==> src/design/scs_pkg.sv <==
// Shared types, constants and the per-cell schedule for the SipHash cookie pipeline.
`timescale 1ns / 1ps

package scs_pkg;

    localparam int unsigned SP_CELLS  = 32;  // half-round cells, 16 rounds
    localparam int unsigned IDX_W     = 5;   // bits to number a cell
    localparam int unsigned MSG_WORDS = 6;   // largest word list incl. length word
    localparam int unsigned OCC_W     = 6;   // holds SP_CELLS + 1

    localparam logic [63:0] SIP_C0 = 64'h736f6d6570736575;
    localparam logic [63:0] SIP_C1 = 64'h646f72616e646f6d;
    localparam logic [63:0] SIP_C2 = 64'h6c7967656e657261;
    localparam logic [63:0] SIP_C3 = 64'h7465646279746573;

    // final word: byte length in the top byte
    localparam logic [63:0] LEN_V4 = 64'h1000000000000000;  // 16 bytes
    localparam logic [63:0] LEN_V6 = 64'h2800000000000000;  // 40 bytes

    localparam logic [63:0] FIN_FF = 64'h00000000000000ff;

    localparam logic KIND_V4 = 1'b0;
    localparam logic KIND_V6 = 1'b1;

    // rounds spent absorbing the words, length word included
    localparam logic [3:0] ABS_ROUNDS_V4 = 4'd6;
    localparam logic [3:0] ABS_ROUNDS_V6 = 4'd12;
    localparam logic [3:0] FIN_ROUNDS    = 4'd4;

    typedef struct packed {
        logic [63:0] a;
        logic [63:0] b;
        logic [63:0] c;
        logic [63:0] d;
    } lanes_t;

    typedef struct packed {
        logic                       kind;
        lanes_t                     v;
        logic [MSG_WORDS-1:0][63:0] msg;  // msg[0] is the word being absorbed
    } stage_t;

    typedef struct packed {
        logic active;   // otherwise the cell passes its item on untouched
        logic half;     // 0: first half of a SipRound, 1: second half
        logic pre_m;    // d ^= m on entry
        logic post_m;   // a ^= m on exit, then drop the word
        logic pre_ff;   // c ^= 0xff on entry (start of finalisation)
    } op_t;

    function automatic op_t cell_op(input logic kind, input logic [IDX_W-1:0] idx);
        op_t        op;
        logic [3:0] rnd;
        logic [3:0] nabs;
        logic [4:0] nall;
        rnd    = idx[IDX_W-1:1];
        nabs   = (kind == KIND_V6) ? ABS_ROUNDS_V6 : ABS_ROUNDS_V4;
        nall   = {1'b0, nabs} + {1'b0, FIN_ROUNDS};
        op.active = ({1'b0, rnd} < nall);
        op.half   = idx[0];
        op.pre_m  = (rnd < nabs) && !rnd[0] && !idx[0];
        op.post_m = (rnd < nabs) && rnd[0] && idx[0];
        op.pre_ff = (rnd == nabs) && !idx[0];
        return op;
    endfunction

endpackage

==> src/design/scs_cell.sv <==
// One SipHash half-round cell: a stage register with its own load enable.
`timescale 1ns / 1ps

module scs_cell (
    input  logic            clk,
    input  logic            rst_n,
    input  logic            en,
    input  logic            up_valid,
    input  scs_pkg::stage_t up_data,
    input  scs_pkg::op_t    op,
    output logic            valid,
    output scs_pkg::stage_t data
);

    logic            valid_reg;
    logic            valid_next;
    scs_pkg::stage_t data_reg;
    scs_pkg::stage_t data_next;

    logic [63:0] m;
    logic [63:0] a0;
    logic [63:0] b0;
    logic [63:0] c0;
    logic [63:0] d0;
    logic [63:0] sa;
    logic [63:0] sc;
    logic [63:0] a1;
    logic [63:0] b1;
    logic [63:0] c1;
    logic [63:0] d1;

    always_comb
    begin
        m  = up_data.msg[0];
        a0 = up_data.v.a;
        b0 = up_data.v.b;
        c0 = up_data.v.c ^ (op.pre_ff ? scs_pkg::FIN_FF : 64'd0);
        d0 = up_data.v.d ^ (op.pre_m ? m : 64'd0);

        if (!op.half)
        begin
            sa = a0 + b0;
            sc = c0 + d0;
            b1 = {b0[50:0], b0[63:51]} ^ sa;   // rotl 13
            a1 = {sa[31:0], sa[63:32]};        // rotl 32
            d1 = {d0[47:0], d0[63:48]} ^ sc;   // rotl 16
            c1 = sc;
        end
        else
        begin
            sa = a0 + d0;
            sc = c0 + b0;
            d1 = {d0[42:0], d0[63:43]} ^ sa;   // rotl 21
            a1 = sa;
            b1 = {b0[46:0], b0[63:47]} ^ sc;   // rotl 17
            c1 = {sc[31:0], sc[63:32]};        // rotl 32
        end

        data_next = up_data;
        if (op.active)
        begin
            data_next.v.a = op.post_m ? (a1 ^ m) : a1;
            data_next.v.b = b1;
            data_next.v.c = c1;
            data_next.v.d = d1;
            if (op.post_m)
            begin
                for (int j = 0; j < scs_pkg::MSG_WORDS - 1; j++)
                begin
                    data_next.msg[j] = up_data.msg[j + 1];
                end
                data_next.msg[scs_pkg::MSG_WORDS - 1] = 64'd0;
            end
        end

        valid_next = en ? up_valid : valid_reg;
    end

    always_ff @(posedge clk or negedge rst_n)
    begin
        if (!rst_n)
        begin
            valid_reg <= 1'b0;
        end
        else
        begin
            valid_reg <= valid_next;
        end
    end

    always_ff @(posedge clk)
    begin
        if (en)
        begin
            data_reg <= data_next;
        end
    end

    assign valid = valid_reg;
    assign data  = data_reg;

endmodule

==> config.mk <==
export PLATFORM = sky130hd
export DESIGN_NAME = scs_cell
export DESIGN_NICKNAME = d
export VERILOG_FILES = /design/src/design/scs_pkg.sv /design/src/design/scs_cell.sv
export SDC_FILE = /design/constraint.sdc
export NUM_CORES = 2
export LEC_CHECK = 0
export BUFFER_PORTS_ARGS = -buffer_cell sky130_fd_sc_hd__buf_2
export CORE_AREA = 2 2 503 505
export DETAILED_ROUTE_END_ITERATION = 8
export DIE_AREA = 0 0 505 507
export REMOVE_ABC_BUFFERS = 1
export SLEW_MARGIN = 20
export SYNTH_ARGS = -nofsm -noshare
export SYNTH_HDL_FRONTEND = slang
export SYNTH_SLANG_ARGS = --single-unit
==> constraint.sdc <==
create_clock -name clk -period 0.9 [get_ports clk]
set_input_delay 0.09 -clock clk [delete_from_list [all_inputs] [get_ports clk]]
set_output_delay 0.09 -clock clk [all_outputs]
set_load 0.02 [all_outputs]
==> summary.txt <==
Global route
  • Antenna violations before repair: 271
  • Met2 layer usage reported by global route: 43.8%
  • GRT met3 Usage: 10.8%
  • Busiest metal layer after global routing: met2
  • Vias in the first global route: 57606
  • First-pass GRT wire length: 515000 um
  • Routing usage on met1: 38.1%
  • Gr ovfl total: 0
  • Tot GR Track Use: 29.7%
  • Pin count of the biggest net entering global routing: 64

Synthesis
  • Share of synthesized registers carrying an async set or reset: 0.156%
  • Main combinational cell family by area after synthesis: simple AND/OR/NAND/NOR gates
  • Synth warn: 0
  • EDFF count, synth: 641
  • Primary FF master, synth: edfxtp_1
  • Dominant cell type by area after synthesis: edfxtp_1
  • Most numerous cell in the Yosys netlist: nand2_1
  • Flops & latches, synth: around 640
  • Most instantiated cells after synthesis: nand2_1 (1425), edfxtp_1 (641), a21oi_1 (426), xnor2_1 (379), nor2_1 (303)
  • Library cells used by synthesis: 107
  • Mux cell area share after synthesis: under 10%
  • Mapped Area: between 40000 and 50000 um2
  • Post-synthesis sequential area ratio: about two fifths
  • Xor and xnor area share after synthesis: 11.6%
  • Cell types occupying the most area after synthesis: edfxtp_1 (40%), nand2_1 (11%), xnor2_1 (6.9%)
  • Avg Cell Area, Syn: 8.82 um2
  • Adder-cell share of the synthesized area: 6.86%
  • Synth top area share: 39.8%
  • Cells after synthesis: 5487
  • Synth Area in Compound Gates: 17.0%
  • Synthesized-area fraction occupied by and/or/nand/nor cells: 18.3%

Route
  • First-pass iteration count of the detailed router: 8
  • Number of vias per cell after detailed routing: 4.84
  • Starting DRC count in detailed routing: 7166
  • Drt drc: 0
  • Via count: ~62000
  • Wire length after detailed routing: 400000 um
  • Antenna Violating Nets Remaining: 0
  • Routed length per instance: 31.3 um

Placed design
  • Cell Area, Placed: 74100 um2
  • Detailed Place HPWL: 343000 um
  • RD Place Congestion: 1.06
  • Total of buffers placed on input and output ports: approximately 1300

Outcome
  • Violations in the final reports: setup timing
  • Outcome: complete, but fails checks

Die
  • Ports placed on the boundary: 1292
  • Number of core rows: between 150 and 200
  • Chip Height: 507 um
  • Chip Width: 505 um
  • Die footprint: 256000 um2
  • Core area: 250000 um2
  • Effective utilization at floorplan: approximately 19%

Timing
  • Worst-case clock skew: 0 ps
  • Worst Slack Setup Final: -2430 ps
  • Final Setup Violations: 1895
  • Transition time at the pin with the least slew margin: approximately 900 ps
  • RSZ-0062 raised after global routing: true
  • Total count of max-transition violations in the final report: 0
  • Normalized max-slew margin: roughly two fifths
  • Crit share post-route: 370%
  • Endpoints failing hold: 0
  • Fmax: 0.300 GHz
  • Final hold slack: 26.5 ps
  • Final critical path time including I/O delays and setup: ~3300 ps

Power
  • Total design power: 154 mW
  • Total power density per cell area: 1750 nW/um2
  • Worst voltage drop across the vdd grid: 1.38 mV
  • Static leakage power: 40.0 nW

Setup path
  • Critical path's top delay family: compound AO/OA/AOI/OAI gates
  • Cell-by-cell listing of the critical path: buf_12, buf_8, xor2_1, buf_4, ha_4, o211ai_1, o21ai_2, o2111ai_2, a21o_1, o41a_1, buf_4, a2111o_1, buf_6, o31ai_4, buf_6, xor2_4, nand2_2, a21oi_4
  • Critical path capture point type: flip-flop
  • Type of origin of the critical path: primary input
  • Worst EP required: 1460 ps
  • Worst Path Buf+Inv: 6
  • Reg2reg path depth: 1
  • Type of the setup path with the least slack: in -> reg
  • Slack of the worst reg-to-reg path: 160 ps
  • Beginning of the worst register-to-register path: valid
  • Slowest cell on crit path: o41a_1
  • Worst path arrival time: 3890 ps
  • Crit path largest cell delay: 500 ps
  • Largest fanout on the critical path: 4
  • Destination of the worst register-to-register timing path: valid

Cells and area
  • P&R area growth vs syn: 81.6%
  • Layout cells sized above 1: 45.1%
  • Flip-flop count of the largest register after layout: 641
  • Net total in the final layout: 10167
  • Area of all placed cells without fillers: between 80000 and 90000 um2

Worst hold path
  • Hold_sp: up_data[409]
  • Worst hold path stage count: 6
  • Worst Hold Class: in -> reg
  • Endpoint with the worst hold slack: data[425]

Clocking
  • CTS H-tree depth: 3
  • Number of sinks driven by the clock tree: 642
  • Number of buffers between clock root and the deepest sink: 3
  • Clock transition time at the flip-flop clock pins of the worst setup and hold paths: 50 ps
  • Clock tree from TritonCTS: yes
  • Clock Tree Root: clkbuf_16
  • Clock latency on the worst-skew pair: 750 ps
  • Cts bufs inserted: 82

Flow run
  • Max-cap viol count: 0
stage by stage:
stage / util (%) / cells / setup slack, ps / TNS (ps)
after floorplan: - / 5195 / -5260 / -2664750
after global placement: 29.6 / 11856 / -3960 / -1166300
after detailed placement: 29.6 / 11856 / -3880 / -1164610
after CTS: 33.9 / 12605 / -2400 / -1410360
after global routing: 35.0 / 12691 / -2470 / -1445480
final: 35.1 / 12764 / -2430 / -1441410
how the worst max path moves through the flow:
stage / startpoint / end / slack [ps] / cells past startpoint
floorplan: op[1] / data[320] / -5260 / 2
global placement: op[2] / data[446] / -3960 / 20
detailed placement: op[2] / data[446] / -3880 / 20
CTS: op[0] / data[477] / -2400 / 19
global route: op[2] / data[627] / -2470 / 19
finish: op[0] / data[477] / -2430 / 18
report_power, final:
group / switching [mW] / internal (mW)
clock network: 14.7 / 19.4
registers: 1.24 / 37.2
logic: 46.1 / 34.9
routing by layer:
metal | routed length, um | vias up
met1 | 160000 | 29701
met3 | 48600 | 1027
li1 | - | 27037
met5 | 1080 | -
met2 | 166000 | 3838
met4 | 24100 | 162
layout by cell type (no fill, tap or decap), types with 55 or more instances in the layout:
cell           instances
and2_1                86
xnor2_1              321
a21o_1               163
diode_2              101
ha_4                  69
nand4_1               66
nand2_1             1377
xor2_1               198
dlygate4sd3_1        562
mux2i_1               60
o21ai_0              179
buf_12                92
a21oi_1              357
xnor2_2               55
buf_2               1276
nor2_1               286
a21oi_2               57
inv_1                 94
buf_4               1976
edfxtp_1             641
nand3_1               55
clkbuf_16             83
ha_1                 178
buf_6                 61
cells by family after synthesis:
| group | count (synthesis) |
|---|---|
| AOI/OAI and AO/OA | 1273 |
| and+or+nand+nor | 2115 |
| buffers and inverters | 429 |
| xor gates and xnor gates | 638 |
| muxes | 127 |
| adders and majority gates | 263 |
| DFF | 642 |
area by class of cell:
type / count / area [um2]
well taps: 3348 / 4190
inverters: 137 / 522
clock buffers: 100 / 2140
multi-input cells: 4416 / 31500
clock inverters: 45 / 537
flip-flops and latches: 642 / 19300
repair buffers: 3975 / 29500
diodes: 101 / 253
fillers: 26080 / 163000
tightest hold or removal path: stages:
cell     delay [ps]
buf_2           110
xor2_2           80
inv_2            80
buf_4           130
xnor2_2          60
o21ai_1         100
repair_timing:
item,in CTS,in global routing
gates cloned,0,0
endpoints found under the setup margin,904,1895
hold buffers,560,2
endpoints found under the hold margin,702,2
buffers inserted,46,71
pin swaps,118,219
gates resized for setup,391,452
Note: power is estimated with default switching activity, not from simulation.
